### config.mk
export PLATFORM = sky130hd
export DESIGN_NAME = stun_binding_response_parser
export DESIGN_NICKNAME = d
export VERILOG_FILES = /design/src/hdl/stunbr_pkg.sv /design/src/hdl/stunbr_input_stage.sv /design/src/hdl/stunbr_parse_core.sv /design/src/hdl/stunbr_output_stage.sv /design/src/hdl/stun_binding_response_parser.sv
export SDC_FILE = /design/constraint.sdc
export NUM_CORES = 1
export LEC_CHECK = 0
export BUFFER_PORTS_ARGS = -buffer_cell sky130_fd_sc_hd__buf_2
export CAP_MARGIN = 20
export CORE_UTILIZATION = 50
export CTS_CLUSTER_DIAMETER = 100
export DETAILED_ROUTE_END_ITERATION = 8
export GPL_ROUTABILITY_DRIVEN = 0
export PLACE_DENSITY = 0.73
export SLEW_MARGIN = 20
export SYNTH_ARGS = -nofsm -noshare
export SYNTH_HDL_FRONTEND = slang
export SYNTH_SLANG_ARGS = --single-unit
### constraint.sdc
create_clock -name clock -period 6.7 [get_ports clock]
set_clock_uncertainty 0.05 [all_clocks]
set_input_delay 0.67 -clock clock [delete_from_list [all_inputs] [get_ports clock]]
set_output_delay 0.67 -clock clock [all_outputs]
set_load 0.005 [all_outputs]
### src/hdl/stunbr_pkg.sv
// Shared types and constants for the binding response parser.
package stunbr_pkg;

   localparam int unsigned DATAGRAM_BYTES = 512;

   localparam logic [31:0] MAGIC_COOKIE       = 32'h2112A442;
   localparam logic [15:0] ATTR_XOR_MAPPED    = 16'h0020;
   localparam logic [15:0] MAX_MESSAGE_LENGTH = 16'd548;
   localparam logic [10:0] MIN_DATAGRAM       = 11'd24;
   localparam logic [10:0] DATAGRAM_LIMIT     = 11'(DATAGRAM_BYTES);
   localparam logic [9:0]  HEADER_BYTES       = 10'd20;
   localparam logic [9:0]  POSITION_MAX       = 10'd1023;
   localparam logic [7:0]  MESSAGE_TYPE_BYTE  = 8'h01;
   localparam logic [15:0] FAMILY_IPV4        = 16'h0001;
   localparam logic [15:0] MIN_MAPPED_LENGTH  = 16'd8;

   localparam logic [2:0] STATUS_OK           = 3'd0;
   localparam logic [2:0] STATUS_BAD_LENGTH   = 3'd1;
   localparam logic [2:0] STATUS_BAD_TYPE     = 3'd2;
   localparam logic [2:0] STATUS_BAD_COOKIE   = 3'd3;
   localparam logic [2:0] STATUS_ID_MISMATCH  = 3'd4;
   localparam logic [2:0] STATUS_INCONSISTENT = 3'd5;
   localparam logic [2:0] STATUS_NO_ADDRESS   = 3'd6;

   localparam int unsigned CSR_INDEX_WIDTH = 2;
   localparam logic [CSR_INDEX_WIDTH-1:0] CSR_TXN_UPPER = 2'd0;
   localparam logic [CSR_INDEX_WIDTH-1:0] CSR_TXN_LOWER = 2'd1;

   typedef enum logic [1:0] {
      PHASE_HEADER,
      PHASE_VALUE,
      PHASE_PAD
   } phase_type;

   typedef struct packed {
      logic [7:0] data_byte;
      logic       last_byte;
   } req_item_type;

   typedef struct packed {
      logic        mapped_found;
      logic [2:0]  parse_status;
      logic [31:0] mapped_address;
      logic [15:0] mapped_port;
   } rsp_item_type;

endpackage

### src/hdl/stunbr_input_stage.sv
// Input register that holds one datagram byte item for the parse core.
module stunbr_input_stage (
   input  logic                    clock,
   input  logic                    reset,
   input  logic                    req_valid,
   output logic                    req_stall,
   input  stunbr_pkg::req_item_type req_item,
   input  logic                    proceed,
   output logic                    hold_valid,
   output stunbr_pkg::req_item_type hold_item
);
   import stunbr_pkg::*;

   logic         hold_valid_ff;
   logic         hold_valid_in;
   req_item_type hold_item_ff;
   logic         accept;

   assign req_stall = hold_valid_ff && !proceed;
   assign accept    = req_valid && !req_stall;

   always_comb begin
      hold_valid_in = hold_valid_ff;
      if (accept) begin
         hold_valid_in = 1'b1;
      end else if (proceed) begin
         hold_valid_in = 1'b0;
      end
   end

   always_ff @(posedge clock) begin
      if (reset) begin
         hold_valid_ff <= 1'b0;
      end else begin
         hold_valid_ff <= hold_valid_in;
      end
   end

   always_ff @(posedge clock) begin
      if (accept) begin
         hold_item_ff <= req_item;
      end
   end

   assign hold_valid = hold_valid_ff;
   assign hold_item  = hold_item_ff;

endmodule

### src/hdl/stunbr_parse_core.sv
// Header checks, attribute walk, address capture and status; one byte per cycle while proceed is high.
module stunbr_parse_core (
   input  logic                                clock,
   input  logic                                reset,
   input  logic                                csr_valid,
   input  logic [stunbr_pkg::CSR_INDEX_WIDTH-1:0] csr_index,
   input  logic [63:0]                         csr_data,
   input  logic                                proceed,
   input  stunbr_pkg::req_item_type            item,
   output logic                                fire,
   output stunbr_pkg::rsp_item_type            result
);
   import stunbr_pkg::*;

   logic [31:0]  txn_upper_ff;
   logic [63:0]  txn_lower_ff;

   logic [9:0]   byte_position_ff,    byte_position_in;
   logic [15:0]  message_length_ff,   message_length_in;
   logic [2:0]   header_fault_ff,     header_fault_in;
   phase_type    phase_ff,            phase_in;
   logic [15:0]  attribute_type_ff,   attribute_type_in;
   logic [15:0]  attribute_length_ff, attribute_length_in;
   logic [9:0]   attribute_offset_ff, attribute_offset_in;
   logic         walk_stopped_ff,     walk_stopped_in;
   logic         address_captured_ff, address_captured_in;
   logic [31:0]  captured_address_ff, captured_address_in;
   logic [15:0]  captured_port_ff,    captured_port_in;

   logic [127:0] header_ref;
   logic [3:0]   header_index;
   logic [7:0]   want_byte;
   logic [7:0]   b;
   logic [9:0]   p;
   logic [16:0]  end_pos;
   logic [9:0]   offset_next;
   logic [1:0]   pad;
   logic [15:0]  port_new;
   logic         mapped_attr;
   logic         offset_hold;
   logic [10:0]  total;
   logic [2:0]   status;

   assign header_ref   = {MAGIC_COOKIE, txn_upper_ff, txn_lower_ff};
   assign b            = item.data_byte;
   assign p            = byte_position_ff;
   assign header_index = 4'(HEADER_BYTES - 10'd1 - p);
   assign want_byte    = header_ref[{header_index, 3'b000} +: 8];
   assign end_pos      = 17'(HEADER_BYTES) + 17'(message_length_ff);
   assign offset_next  = attribute_offset_ff + 10'd1;
   assign pad          = 2'd0 - attribute_length_ff[1:0];
   assign mapped_attr  = (attribute_type_ff == ATTR_XOR_MAPPED)
                         && (attribute_length_ff >= MIN_MAPPED_LENGTH);

   always_comb begin
      byte_position_in    = byte_position_ff;
      message_length_in   = message_length_ff;
      header_fault_in     = header_fault_ff;
      phase_in            = phase_ff;
      attribute_type_in   = attribute_type_ff;
      attribute_length_in = attribute_length_ff;
      attribute_offset_in = attribute_offset_ff;
      walk_stopped_in     = walk_stopped_ff;
      address_captured_in = address_captured_ff;
      captured_address_in = captured_address_ff;
      captured_port_in    = captured_port_ff;
      port_new            = {captured_port_ff[15:8], b};
      offset_hold         = 1'b0;
      total               = 11'(p) + 11'd1;
      status              = STATUS_OK;
      fire                = 1'b0;

      if (proceed) begin
         if (p < HEADER_BYTES) begin
            priority if (p <= 10'd1) begin
               if ((b != MESSAGE_TYPE_BYTE) && (header_fault_ff == STATUS_OK)) begin
                  header_fault_in = STATUS_BAD_TYPE;
               end
            end else if (p == 10'd2) begin
               message_length_in = {b, 8'h00};
            end else if (p == 10'd3) begin
               message_length_in = {message_length_ff[15:8], b};
            end else if (p <= 10'd7) begin
               if ((b != want_byte) && (header_fault_ff == STATUS_OK)) begin
                  header_fault_in = STATUS_BAD_COOKIE;
               end
            end else begin
               if ((b != want_byte) && (header_fault_ff == STATUS_OK)) begin
                  header_fault_in = STATUS_ID_MISMATCH;
               end
            end
         end else if ((message_length_ff <= MAX_MESSAGE_LENGTH) && !walk_stopped_ff
                      && (17'(p) < end_pos)) begin
            unique case (phase_ff)
               PHASE_HEADER: begin
                  unique case (attribute_offset_ff[1:0])
                     2'd0: attribute_type_in   = {b, 8'h00};
                     2'd1: attribute_type_in   = {attribute_type_ff[15:8], b};
                     2'd2: attribute_length_in = {b, 8'h00};
                     default: attribute_length_in = {attribute_length_ff[15:8], b};
                  endcase
                  if (attribute_offset_ff < 10'd3) begin
                     attribute_offset_in = offset_next;
                  end else begin
                     attribute_offset_in = '0;
                     if (17'(p) + 17'd1 + 17'(attribute_length_in) > end_pos) begin
                        walk_stopped_in = 1'b1;
                     end else if (attribute_length_in != 16'd0) begin
                        phase_in = PHASE_VALUE;
                     end
                  end
               end
               PHASE_VALUE: begin
                  if (mapped_attr) begin
                     unique case (attribute_offset_ff)
                        10'd0: captured_port_in = {b, 8'h00};
                        10'd1: begin
                           captured_port_in = port_new;
                           if (port_new != FAMILY_IPV4) begin
                              attribute_type_in = '0;
                           end
                        end
                        10'd2: captured_port_in = {b, 8'h00};
                        10'd3: captured_port_in = port_new;
                        10'd4: captured_address_in = {24'h000000, b};
                        10'd5, 10'd6: captured_address_in = {captured_address_ff[23:0], b};
                        10'd7: begin
                           captured_address_in = {captured_address_ff[23:0], b};
                           address_captured_in = 1'b1;
                           walk_stopped_in     = 1'b1;
                           offset_hold         = 1'b1;
                        end
                        default: ;
                     endcase
                  end
                  if (!offset_hold) begin
                     if (16'(offset_next) >= attribute_length_ff) begin
                        attribute_offset_in = '0;
                        phase_in = (pad != 2'd0) ? PHASE_PAD : PHASE_HEADER;
                     end else begin
                        attribute_offset_in = offset_next;
                     end
                  end
               end
               PHASE_PAD: begin
                  if (offset_next >= 10'(pad)) begin
                     attribute_offset_in = '0;
                     phase_in = PHASE_HEADER;
                  end else begin
                     attribute_offset_in = offset_next;
                  end
               end
               default: begin
                  attribute_offset_in = '0;
                  phase_in = PHASE_HEADER;
               end
            endcase
         end

         if (item.last_byte) begin
            fire = 1'b1;
            priority if ((total < MIN_DATAGRAM) || (total >= DATAGRAM_LIMIT)) begin
               status = STATUS_BAD_LENGTH;
            end else if (header_fault_in != STATUS_OK) begin
               status = header_fault_in;
            end else if ((message_length_in > MAX_MESSAGE_LENGTH)
                         || (17'(HEADER_BYTES) + 17'(message_length_in) > 17'(total))) begin
               status = STATUS_INCONSISTENT;
            end else if (!address_captured_in) begin
               status = STATUS_NO_ADDRESS;
            end else begin
               status = STATUS_OK;
            end
         end
      end

      result.mapped_found   = (status == STATUS_OK);
      result.parse_status   = status;
      result.mapped_address = (status == STATUS_OK) ? (captured_address_in ^ MAGIC_COOKIE)
                                                    : 32'h00000000;
      result.mapped_port    = (status == STATUS_OK) ? (captured_port_in ^ MAGIC_COOKIE[31:16])
                                                    : 16'h0000;

      if (proceed) begin
         if (item.last_byte) begin
            byte_position_in    = '0;
            message_length_in   = '0;
            header_fault_in     = STATUS_OK;
            phase_in            = PHASE_HEADER;
            attribute_type_in   = '0;
            attribute_length_in = '0;
            attribute_offset_in = '0;
            walk_stopped_in     = 1'b0;
            address_captured_in = 1'b0;
            captured_address_in = '0;
            captured_port_in    = '0;
         end else if (p < POSITION_MAX) begin
            byte_position_in = p + 10'd1;
         end
      end
   end

   always_ff @(posedge clock) begin
      if (reset) begin
         txn_upper_ff <= '0;
         txn_lower_ff <= '0;
      end else if (csr_valid) begin
         if (csr_index == CSR_TXN_UPPER) begin
            txn_upper_ff <= csr_data[31:0];
         end else if (csr_index == CSR_TXN_LOWER) begin
            txn_lower_ff <= csr_data;
         end
      end
   end

   always_ff @(posedge clock) begin
      if (reset) begin
         byte_position_ff    <= '0;
         message_length_ff   <= '0;
         header_fault_ff     <= STATUS_OK;
         phase_ff            <= PHASE_HEADER;
         attribute_type_ff   <= '0;
         attribute_length_ff <= '0;
         attribute_offset_ff <= '0;
         walk_stopped_ff     <= 1'b0;
         address_captured_ff <= 1'b0;
         captured_address_ff <= '0;
         captured_port_ff    <= '0;
      end else begin
         byte_position_ff    <= byte_position_in;
         message_length_ff   <= message_length_in;
         header_fault_ff     <= header_fault_in;
         phase_ff            <= phase_in;
         attribute_type_ff   <= attribute_type_in;
         attribute_length_ff <= attribute_length_in;
         attribute_offset_ff <= attribute_offset_in;
         walk_stopped_ff     <= walk_stopped_in;
         address_captured_ff <= address_captured_in;
         captured_address_ff <= captured_address_in;
         captured_port_ff    <= captured_port_in;
      end
   end

endmodule

### src/hdl/stunbr_output_stage.sv
// Result register that holds one status item until the receiver takes it.
module stunbr_output_stage (
   input  logic                    clock,
   input  logic                    reset,
   input  logic                    load,
   input  stunbr_pkg::rsp_item_type load_item,
   output logic                    busy,
   output logic                    rsp_valid,
   input  logic                    rsp_stall,
   output stunbr_pkg::rsp_item_type rsp_item
);
   import stunbr_pkg::*;

   logic         rsp_valid_ff;
   logic         rsp_valid_in;
   rsp_item_type rsp_item_ff;

   assign busy = rsp_valid_ff && rsp_stall;

   always_comb begin
      rsp_valid_in = rsp_valid_ff;
      if (load) begin
         rsp_valid_in = 1'b1;
      end else if (!rsp_stall) begin
         rsp_valid_in = 1'b0;
      end
   end

   always_ff @(posedge clock) begin
      if (reset) begin
         rsp_valid_ff <= 1'b0;
      end else begin
         rsp_valid_ff <= rsp_valid_in;
      end
   end

   always_ff @(posedge clock) begin
      if (load) begin
         rsp_item_ff <= load_item;
      end
   end

   assign rsp_valid = rsp_valid_ff;
   assign rsp_item  = rsp_item_ff;

endmodule

### src/hdl/stun_binding_response_parser.sv
// Top level: input register, parse core and result register.
// A result item is registered as its last byte item leaves the input register.
// Throughput: one byte item per cycle; only a last byte item waits, in the input
// register, while the result register is full and stalled.
// Reset: synchronous, active high; clears the parse state and the transaction ID
// registers and empties both item registers.
module stun_binding_response_parser (
   input  logic                                clock,
   input  logic                                reset,
   input  logic                                req_valid,
   output logic                                req_stall,
   input  stunbr_pkg::req_item_type            req_item,
   output logic                                rsp_valid,
   input  logic                                rsp_stall,
   output stunbr_pkg::rsp_item_type            rsp_item,
   input  logic                                csr_valid,
   output logic                                csr_ready,
   input  logic [stunbr_pkg::CSR_INDEX_WIDTH-1:0] csr_index,
   input  logic [63:0]                         csr_data
);
   import stunbr_pkg::*;

   logic         hold_valid;
   req_item_type hold_item;
   logic         proceed;
   logic         out_busy;
   logic         fire;
   rsp_item_type result;

   assign csr_ready = 1'b1;
   assign proceed   = hold_valid && (!hold_item.last_byte || !out_busy);

   stunbr_input_stage u_input (
      .clock      (clock),
      .reset      (reset),
      .req_valid  (req_valid),
      .req_stall  (req_stall),
      .req_item   (req_item),
      .proceed    (proceed),
      .hold_valid (hold_valid),
      .hold_item  (hold_item)
   );

   stunbr_parse_core u_core (
      .clock     (clock),
      .reset     (reset),
      .csr_valid (csr_valid && csr_ready),
      .csr_index (csr_index),
      .csr_data  (csr_data),
      .proceed   (proceed),
      .item      (hold_item),
      .fire      (fire),
      .result    (result)
   );

   stunbr_output_stage u_output (
      .clock     (clock),
      .reset     (reset),
      .load      (fire),
      .load_item (result),
      .busy      (out_busy),
      .rsp_valid (rsp_valid),
      .rsp_stall (rsp_stall),
      .rsp_item  (rsp_item)
   );

endmodule
==> reports/metrics.csv, run 1 <==
stage;metric;value;unit
critical_path;slowest cell on the critical path;nor3_1;
die;starting density of the core;51.2;%
logic_synthesis;Post-synth EDFFs;61;
logic_synthesis;synthesized flop and latch total;282;
cts;H-tree depth;1;
logic_synthesis;Post-Synth XOR/XNOR Area;3.99;%
timing;Fin Setup TNS;0;ps
cts;CTS Buf Count;30;
logic_synthesis;ys async rst share;0;%
hold_path;Hold Path Depth;1;
final_layout;Filler Cell Count;2525;
grt;largest net degree at the start of global routing;94;
critical_path;largest stage delay on the critical path;810;ps
cts;Sink Count;282;
logic_synthesis;ys flop type;dfxtp_1;
flow_run;# Max-Cap Violations;0;
timing;slew margin rel.;34.0;%
final_layout;Synth-to-Final Area Change;13.1;%
critical_path;R2R Setup Slk;550;ps
final_layout;post-route cell area;16800;sq um
die;core area;28900;sq um
critical_path;reg2reg end;u_core.phase_ff[0];
logic_synthesis;most area-hungry cell type in the Yosys netlist;dfxtp_1;
critical_path;Critical Path AT;6550;ps
grt;gr usage total;25.6;%
final_layout;sequential cell area;6260;sq um
logic_synthesis;top cells by count, synth;285 x nand2_1, 221 x dfxtp_1, 201 x nor2_1;
logic_synthesis;average size of a mapped cell;8.60;sq um
pwr;sequential share of power;48.7;%
pwr;Internal;2.83;mW
grt;grt total ovfl;0;
critical_path;crit path max fanout;9;
pwr;Leakage Power;6.54;nW
detailed_routing;DR iter-0 viols;986;
logic_synthesis;simple logic cell fraction of the synthesized area;19.9;%
timing;final setup fails;0;
critical_path;CP Data Required Time;7100;ps
detailed_routing;ANT nets after route;0;
critical_path;reg2reg start;u_core.attribute_offset_ff[0];
logic_synthesis;Mapped Area;14800;sq um
timing;Final Cycle Share;91.8;%
final_layout;layout cells sized above 1;14.0;%
final_layout;area of the multi-input gates;7920;sq um
cts;post-CTS setup buffers;0;
detailed_routing;final WL;39.3;mm
logic_synthesis;Post-Synth Adder-Cell Area;6.72;%
grt;antenna violations before repair;0;
placement;detailed placer's ending HPWL;27.5;mm
final_layout;diodes inserted;0;
cts;# resized after CTS;0;
die;Top Ports;135;
detailed_routing;routed via count;12900;
placement;Post-DP Area;15800;sq um
pwr;combinational share of power;5.4;%
logic_synthesis;post-synthesis mux area share;5.71;%
critical_path;Worst Setup End Kind;flop;
die;# rows;62;
detailed_routing;Avg WL per Cell;17.7;um
die;Die H;174;um
detailed_routing;Detailed Routing Iterations Pass 1;8;
timing;Worst Tran Pin Value;982;ps
logic_synthesis;Synth Net Count;1884;
status;outcome;finished, final reports clean;
placement;# port buffers;133;
die;Die X;174;um
hold_path;Hold EP;u_input.hold_item[2];
timing;RSZ-0062 raised after global routing;no;
logic_synthesis;register area share after synthesis;42.2;%
timing;Max Clock Freq;0.163;GHz
hold_path;Hold Path Class;in -> reg;
logic_synthesis;compound-gate portion of the synthesized area;16.9;%
logic_synthesis;Synth area leaders;dfxtp_1 30%, edfxtp_1 12%, nand2_1 7.2%;
logic_synthesis;top-area cell type share of the netlist area;29.8;%
pwr;P per Cell Area;218;nW/um^2
detailed_routing;Via density;5.80;
timing;final hold violations;0;
cts;Clk pin slew, worst setup/hold paths;60;ps
cts;hold buffers post-CTS;0;
cts;TritonCTS clock tree;yes;
logic_synthesis;main combinational cell family by area after synthesis;simple AND/OR/NAND/NOR gates;
pwr;Clock Power Share;45.9;%
cts;root buf cell;clkbuf_16;
cts;clk buf depth;3;
logic_synthesis;most common cell in the netlist;nand2_1;
cts;latest clock arrival within the worst-skew pair;560;ps
logic_synthesis;Netlist cell types;77;
timing;Tmin final;6150;ps
logic_synthesis;Synth Instances;1725;
grt;vias in the first global route;12500;
critical_path;Crit Path Category;reg -> reg;
hold_path;min-delay src;req_item[2];
timing;count of pins over their slew limit;0;
pwr;Net Switching;0.829;mW
pwr;Worst VDD drop;0.188;mV
detailed_routing;# DRC;0;
critical_path;Critical Path Start Type;flop;
pwr;sw frac;22.7;%
final_layout;nets@finish;1969;
critical_path;worst r2r path cells;25;
die;Die Area;30400;sq um
grt;first-pass GRT wire length;63.1;mm
logic_synthesis;Synth warnings;0;
==> cells by family (layout without fill, tap and decap cells) <==
| group | after synthesis | count (layout) |
|---|---|---|
| AO/OA/AOI/OAI | 392 | 392 |
| buffers and inverters | 173 | 282 |
| multiplexers | 65 | 65 |
| flip-flops | 282 | 282 |
| XOR/XNOR | 66 | 66 |
| adder cells (fa/ha/maj) | 79 | 79 |
| AND/OR/NAND/NOR | 667 | 667 |
| other | 1 | 1 |
==> per-stage QoR <==
step | hold WS (ps) | power (mW) | utilization (%) | worst slack, ps | std cells
6_report | 237 | 3.66 | 58.0 | 549 | 2218
5_1_grt | 216 | 3.77 | 58.0 | 97.5 | 2218
4_1_cts | 218 | 3.68 | 58.0 | 559 | 2218
3_5_place_dp | 394 | 2.02 | 54.5 | 580 | 2162
3_3_place_gp | 390 | 2.01 | 54.5 | 822 | 2162
2_1_floorplan | 376 | 1.93 | - | 786 | 1725
==> per-layer routing <==
layer | vias up | part of all wire (%) | GRT usage (%)
li1 | 6239 | - | -
met1 | 6078 | 43 | 32.7
met2 | 443 | 47 | 42.9
met3 | 109 | 6.2 | 3.76
met4 | 0 | 4.2 | 10.9
met5 | - | 0 | 0
==> sequential cells by signal, summed over array words and instances, names as in the netlist, 10 cells and up <==
name,cells
u_core.byte_position_ff,10
u_core.txn_upper_ff,32
u_core.captured_address_ff,32
u_core.captured_port_ff,16
u_core.attribute_offset_ff,10
u_output.rsp_item,52
u_core.attribute_length_ff,16
u_core.attribute_type_ff,16
u_core.txn_lower_ff,64
u_core.message_length_ff,16
==> critical path, delay by kind of cell, from the launching register on <==
family,cells,cell delay (ps)
XOR/XNOR,1,160
AO/OA/AOI/OAI,11,2200
adder cells (fa/ha/maj),4,1050
flip-flops,1,470
buffers and inverters,3,230
AND/OR/NAND/NOR,6,1870
==> area by class of cell <==
type                            instances  area share (%)
Sequential cell                       282            37.3
Inverter                               67            1.50
Clock buffer                           37            4.75
Tap cell                              384            2.86
Timing Repair Buffer                  159            5.15
Multi-Input combinational cell       1270            47.2
Clock inverter                         19            1.24
==> layout by cell type, fill, tap and decap left out, drive strengths merged, types with 37 or more instances in the layout <==
master,n
edfxtp,61
nor2,201
dfxtp,221
xnor2,44
mux2i,43
nand2,285
clkbuf,37
ha,78
buf,159
a21oi,175
inv,68
a22oi,71
==> how the worst max path moves through the flow <==
stage / start / slack, ps / end / cells past startpoint
after floorplan: u_core.byte_position_ff[1] / 790 / u_output.rsp_item[47] / 28
after global placement: u_core.byte_position_ff[0] / 820 / u_output.rsp_item[4] / 24
after detailed placement: u_core.byte_position_ff[0] / 580 / u_output.rsp_item[42] / 24
after CTS: u_core.byte_position_ff[0] / 560 / u_output.rsp_item[30] / 24
after global routing: u_core.byte_position_ff[0] / 100 / u_output.rsp_item[26] / 24
final: u_core.attribute_offset_ff[0] / 550 / u_core.phase_ff[0] / 25
==> power groups by stage <==
stage	Sequential [mW]	Clock, mW	Combinational, mW
finish	1.78	1.68	0.199
detailed placement	1.82	0	0.197
floorplan	1.81	0	0.122
global placement	1.82	0	0.194
global route	1.78	1.77	0.218
CTS	1.78	1.70	0.198
(Power assumes the default switching activity.)
==> run 2, diff against run 1 <==
Settings changed: BUFFER_PORTS_ARGS -buffer_cell sky130_fd_sc_hd__buf_2 to unset, DONT_BUFFER_PORTS set to 1, PLACE_DENSITY 0.73 to 0.69.
==> reports/metrics.csv, run 2 (same netlist as run 1, synthesis figures left out) <==
stage;metric;value;unit
grt;vias in the first global route;12000;
critical_path;R2R Setup Slk;450;ps
grt;met1 GRT Util;33.0;%
final_layout;layout cells sized above 1;7.34;%
critical_path;CP Data Required Time;7120;ps
pwr;Leakage Power;6.02;nW
cts;CTS Buf Count;31;
final_layout;Biggest register;u_core.txn_lower_ff;
detailed_routing;Via density;5.97;
detailed_routing;# DRC;0;
timing;slew margin rel.;27.9;%
timing;Fin Setup TNS;0;ps
critical_path;worst r2r path cells;25;
critical_path;reg2reg end;u_core.phase_ff[0];
grt;grt total ovfl;0;
final_layout;diodes inserted;0;
flow_run;# Max-Cap Violations;0;
placement;Post-DP Area;15100;sq um
die;Die X;174;um
cts;H-tree depth;1;
placement;# port buffers;0;
hold_path;Hold EP;u_input.hold_item[1];
final_layout;post-route cell area;16200;sq um
critical_path;reg2reg start;u_core.attribute_offset_ff[0];
grt;GR Util met2;42.6;%
grt;grt met3 use;5.05;%
pwr;Worst VDD drop;0.220;mV
timing;final hold violations;0;
detailed_routing;ANT nets after route;0;
die;# rows;62;
cts;clk buf depth;3;
timing;RSZ-0062 raised after global routing;no;
cts;Clk pin slew, worst setup/hold paths;60;ps
final_layout;Synth-to-Final Area Change;9.00;%
timing;Final Cycle Share;93.3;%
cts;post-CTS setup buffers;0;
die;Top Ports;135;
die;Die Area;30400;sq um
status;outcome;finished, final reports clean;
grt;first-pass GRT wire length;62.9;mm
critical_path;Critical Path Start Type;flop;
detailed_routing;Avg WL per Cell;18.9;um
timing;Max Clock Freq;0.160;GHz
final_layout;commonest cells after routing, fill and taps aside;285 x nand2_1, 220 x dfxtp_1, 201 x nor2_1, 175 x a21oi_1, 78 x ha_1;
final_layout;max reg flops;64;
critical_path;Crit Path Category;reg -> reg;
cts;# resized after CTS;0;
die;starting density of the core;51.2;%
detailed_routing;DR iter-0 viols;1013;
hold_path;min-delay src;req_item[1];
cts;hold buffers post-CTS;0;
timing;Worst Tran Pin Value;1070;ps
cts;TritonCTS clock tree;yes;
grt;antenna violations before repair;1;
timing;count of pins over their slew limit;0;
cts;latest clock arrival within the worst-skew pair;580;ps
final_layout;Filler Cell Count;2595;
cts;root buf cell;clkbuf_16;
timing;final setup fails;0;
hold_path;Hold Path Depth;0;
pwr;P per Cell Area;229;nW/um^2
detailed_routing;Detailed Routing Iterations Pass 1;5;
grt;layer with the highest usage;met2;
critical_path;Critical Path AT;6670;ps
final_layout;nets@finish;1837;
detailed_routing;final WL;39.5;mm
cts;Sink Count;282;
placement;detailed placer's ending HPWL;27.6;mm
detailed_routing;routed via count;12500;
die;core area;28900;sq um
grt;gr usage total;25.6;%
critical_path;Worst Setup End Kind;flop;
grt;largest net degree at the start of global routing;133;
timing;Tmin final;6250;ps
final_layout;commonest non-fill, non-tap cell in the layout;nand2_1;
critical_path;crit path max fanout;9;
die;Die H;174;um
hold_path;Hold Path Class;in -> reg;
## run 2: changes by cell type in the layout (fill, tap and decap cells not counted), sizes merged
cell | previous run | this run
clkbuf | 37 | 39
inv | 68 | 69
bufinv | 4 | 5
buf | 159 | 26
clkinv | 14 | 12
## run 2: final cells by class
cell class | count | area, sq um | area share [%]
clock buffers | 39 | 826 | 5.11
multi-input cells | 1270 | 7920 | 49.0
flip-flops and latches | 282 | 6260 | 38.7
clock inverters | 19 | 238 | 1.47
repair buffers | 26 | 195 | 1.21
inverters | 67 | 251 | 1.56
well taps | 384 | 480 | 2.97
## run 2: worst max-delay path: stages, from the launching register on
cell      delay, ps
dfxtp_1         470
inv_1           120
ha_1            280
nor3_1          870
nor2_1          240
ha_1            280
inv_1            70
fa_1            200
inv_1            50
a21oi_1         130
o21ai_0         160
a31oi_1         330
o21bai_1        100
a21oi_1         220
o21ai_0         190
a21oi_1         250
nor2_1           80
xor2_1          160
ha_1            290
nand4_1         120
or2_2           320
o221a_2         250
o21a_1          180
or2_2           300
a31o_2          200
a22o_1          220
## run 2: through the flow
stage	util [%]	setup WS [ps]	total power, mW	std cells	hold slack (ps)
finish	55.9	448	3.71	2087	135
CTS	55.9	560	3.73	2087	115
detailed placement	52.2	583	1.97	2029	394
floorplan	-	786	1.93	1725	376
global placement	52.2	837	1.97	2029	388
global route	55.9	88.3	3.82	2087	114
## run 2: worst max path at each step
stage	startpoint	cells after the start	end	slack, ps
2_1_floorplan	u_core.byte_position_ff[1]	28	u_output.rsp_item[47]	790
3_3_place_gp	u_core.attribute_offset_ff[0]	25	u_core.phase_ff[0]	840
3_5_place_dp	u_core.attribute_offset_ff[0]	25	u_core.phase_ff[0]	580
4_1_cts	u_core.attribute_offset_ff[0]	25	u_core.phase_ff[0]	560
5_1_grt	u_core.attribute_offset_ff[0]	25	u_core.phase_ff[0]	90
6_report	u_core.attribute_offset_ff[0]	25	u_core.phase_ff[0]	450
## run 2: layer usage
metal | vias up | wire length, um
met3 | 83 | 2710
li1 | 5973 | -
met1 | 5960 | 16900
met5 | - | 0
met2 | 434 | 18600
met4 | 0 | 1190
## run 2: power by group
part / switching (mW) / internal, mW
Sequential: 0.0219 / 1.76
Clock: 0.701 / 1.07
Combinational: 0.101 / 0.0496
Total: 0.825 / 2.88
==> run 3, diff against run 2 <==
Settings changed: PLACE_DENSITY 0.69 to 0.74.
==> reports/metrics.csv, run 3 (same netlist as run 1, synthesis figures left out) <==
stage;metric;value;unit
status;outcome;finished, final reports clean;
die;Die H;174;um
flow_run;# Max-Cap Violations;0;
timing;RSZ-0062 raised after global routing;no;
detailed_routing;Detailed Routing Iterations Pass 1;6;
critical_path;Worst Setup End Kind;flop;
timing;Fin Setup TNS;0;ps
pwr;Leakage Power;5.97;nW
critical_path;worst r2r path cells;24;
cts;H-tree depth;1;
critical_path;WP buf/inv;2;
grt;largest net degree at the start of global routing;133;
hold_path;min-delay src;req_item[8];
placement;# port buffers;0;
critical_path;Critical Path AT;6320;ps
final_layout;commonest cells after routing, fill and taps aside;285 x nand2_1, 220 x dfxtp_1, 201 x nor2_1, 175 x a21oi_1, 78 x ha_1;
critical_path;largest stage delay on the critical path;550;ps
placement;Post-DP Area;15100;sq um
detailed_routing;ANT nets after route;0;
cts;TritonCTS clock tree;yes;
die;# rows;62;
timing;count of pins over their slew limit;0;
critical_path;crit path max fanout;49;
hold_path;Hold Path Class;in -> reg;
cts;latest clock arrival within the worst-skew pair;550;ps
placement;pre-CTS WS;699;ps
critical_path;reg2reg end;u_output.rsp_item[5];
timing;Worst Tran Pin Value;1080;ps
critical_path;R2R Setup Slk;610;ps
die;Die Area;30400;sq um
timing;Max Clock Freq;0.164;GHz
grt;grt total ovfl;0;
final_layout;layout cells sized above 1;7.01;%
cts;Sink Count;282;
final_layout;max reg flops;64;
pwr;Total Power;3.61;mW
detailed_routing;# DRC;0;
hold_path;Hold Path Depth;0;
cts;CTS Buf Count;29;
cts;clk buf depth;3;
critical_path;CP Data Required Time;6930;ps
final_layout;nets@finish;1833;
critical_path;Critical Path Start Type;flop;
critical_path;slowest cell on the critical path;dfxtp_2;
grt;first-pass GRT wire length;61.5;mm
placement;detailed placer's ending HPWL;27.2;mm
timing;final setup fails;0;
grt;gr usage total;24.9;%
die;Die X;174;um
cts;post-CTS setup buffers;0;
critical_path;CP Cell Sequence;inv_1, ha_1, or2_2, nor3_4, nand3_1, o21a_1, o22ai_1, ha_1, nor2_1, nor2_1, nand2_1, xor2_1, ha_1, a21o_1, a21o_1, a2111oi_0, a211oi_1, o21ai_0, and3_1, nor4b_1, o41ai_2, o21ai_4, buf_4, a21oi_1;
placement;DP Cell Count;2027;
timing;final setup margin;609;ps
critical_path;reg2reg start;u_core.byte_position_ff[1];
cts;# resized after CTS;0;
cts;hold buffers post-CTS;0;
detailed_routing;routed via count;12500;
cts;root buf cell;clkbuf_16;
grt;antenna violations before repair;0;
cts;Clk pin slew, worst setup/hold paths;70;ps
timing;Final Cycle Share;90.9;%
critical_path;Crit Path Category;reg -> reg;
pwr;P per Cell Area;225;nW/um^2
final_layout;post-route cell area;16100;sq um
final_layout;fin cells;2081;
critical_path;most frequent CP cell;ha_1;
detailed_routing;Avg WL per Cell;18.6;um
final_layout;commonest non-fill, non-tap cell in the layout;nand2_1;
final_layout;Synth-to-Final Area Change;8.42;%
die;core area;28900;sq um
pwr;Worst VDD drop;0.191;mV
final_layout;Biggest register;u_core.txn_lower_ff;
die;Top Ports;135;
die;starting density of the core;51.2;%
hold_path;Hold EP;u_input.hold_item[8];
final_layout;diodes inserted;0;
detailed_routing;final WL;38.7;mm
timing;Tmin final;6090;ps
detailed_routing;Via density;6.00;
grt;vias in the first global route;12000;
critical_path;family with the most delay on the worst path;compound AO/OA/AOI/OAI gates;
detailed_routing;DR iter-0 viols;957;
timing;final hold violations;0;
timing;slew margin rel.;26.8;%
[run 3: cell count changes in the layout (fill, tap and decap cells not counted), moves of 2 or more]
cell,delta
clkinv_1,-3
clkinv_2,-3
buf_4,-2
clkbuf_1,+2
clkinvlp_4,+2
[run 3: per-stage QoR]
step	util [%]	hold WS [ps]
4_1_cts	55.6	142
2_1_floorplan	-	376
3_5_place_dp	52.1	393
5_1_grt	55.6	150
6_report	55.6	162
3_3_place_gp	52.1	389
[run 3: metal layers]
metal | routed length (um) | GRT usage, %
met1 | 15800 | 30.9
met2 | 18300 | 41.9
met3 | 3200 | 5.88
met4 | 1360 | 9.32
met5 | 0 | 0
[run 3: power by group]
group | switching, mW | internal [mW]
clock network | 0.675 | 1.00
registers | 0.0181 | 1.76
logic | 0.105 | 0.0496
total | 0.797 | 2.81
[run 3: how the worst max path moves through the flow]
stage,start,endpoint,slack [ps],cells after the start
2_1_floorplan,u_core.byte_position_ff[1],u_output.rsp_item[47],790,28
3_3_place_gp,u_core.byte_position_ff[1],u_output.rsp_item[1],990,24
3_5_place_dp,u_core.byte_position_ff[1],u_output.rsp_item[5],700,24
4_1_cts,u_core.byte_position_ff[1],u_output.rsp_item[5],660,24
5_1_grt,u_core.byte_position_ff[1],u_output.rsp_item[7],200,24
6_report,u_core.byte_position_ff[1],u_output.rsp_item[5],610,24
[run 3: area by class of cell]
cell class	instances	area (sq um)
Sequential cell	282	6260
Clock buffer	40	808
Inverter	67	251
Tap cell	384	480
Timing Repair Buffer	24	180
Fill cell	2611	12900
Clock inverter	14	185
Multi-Input combinational cell	1270	7920
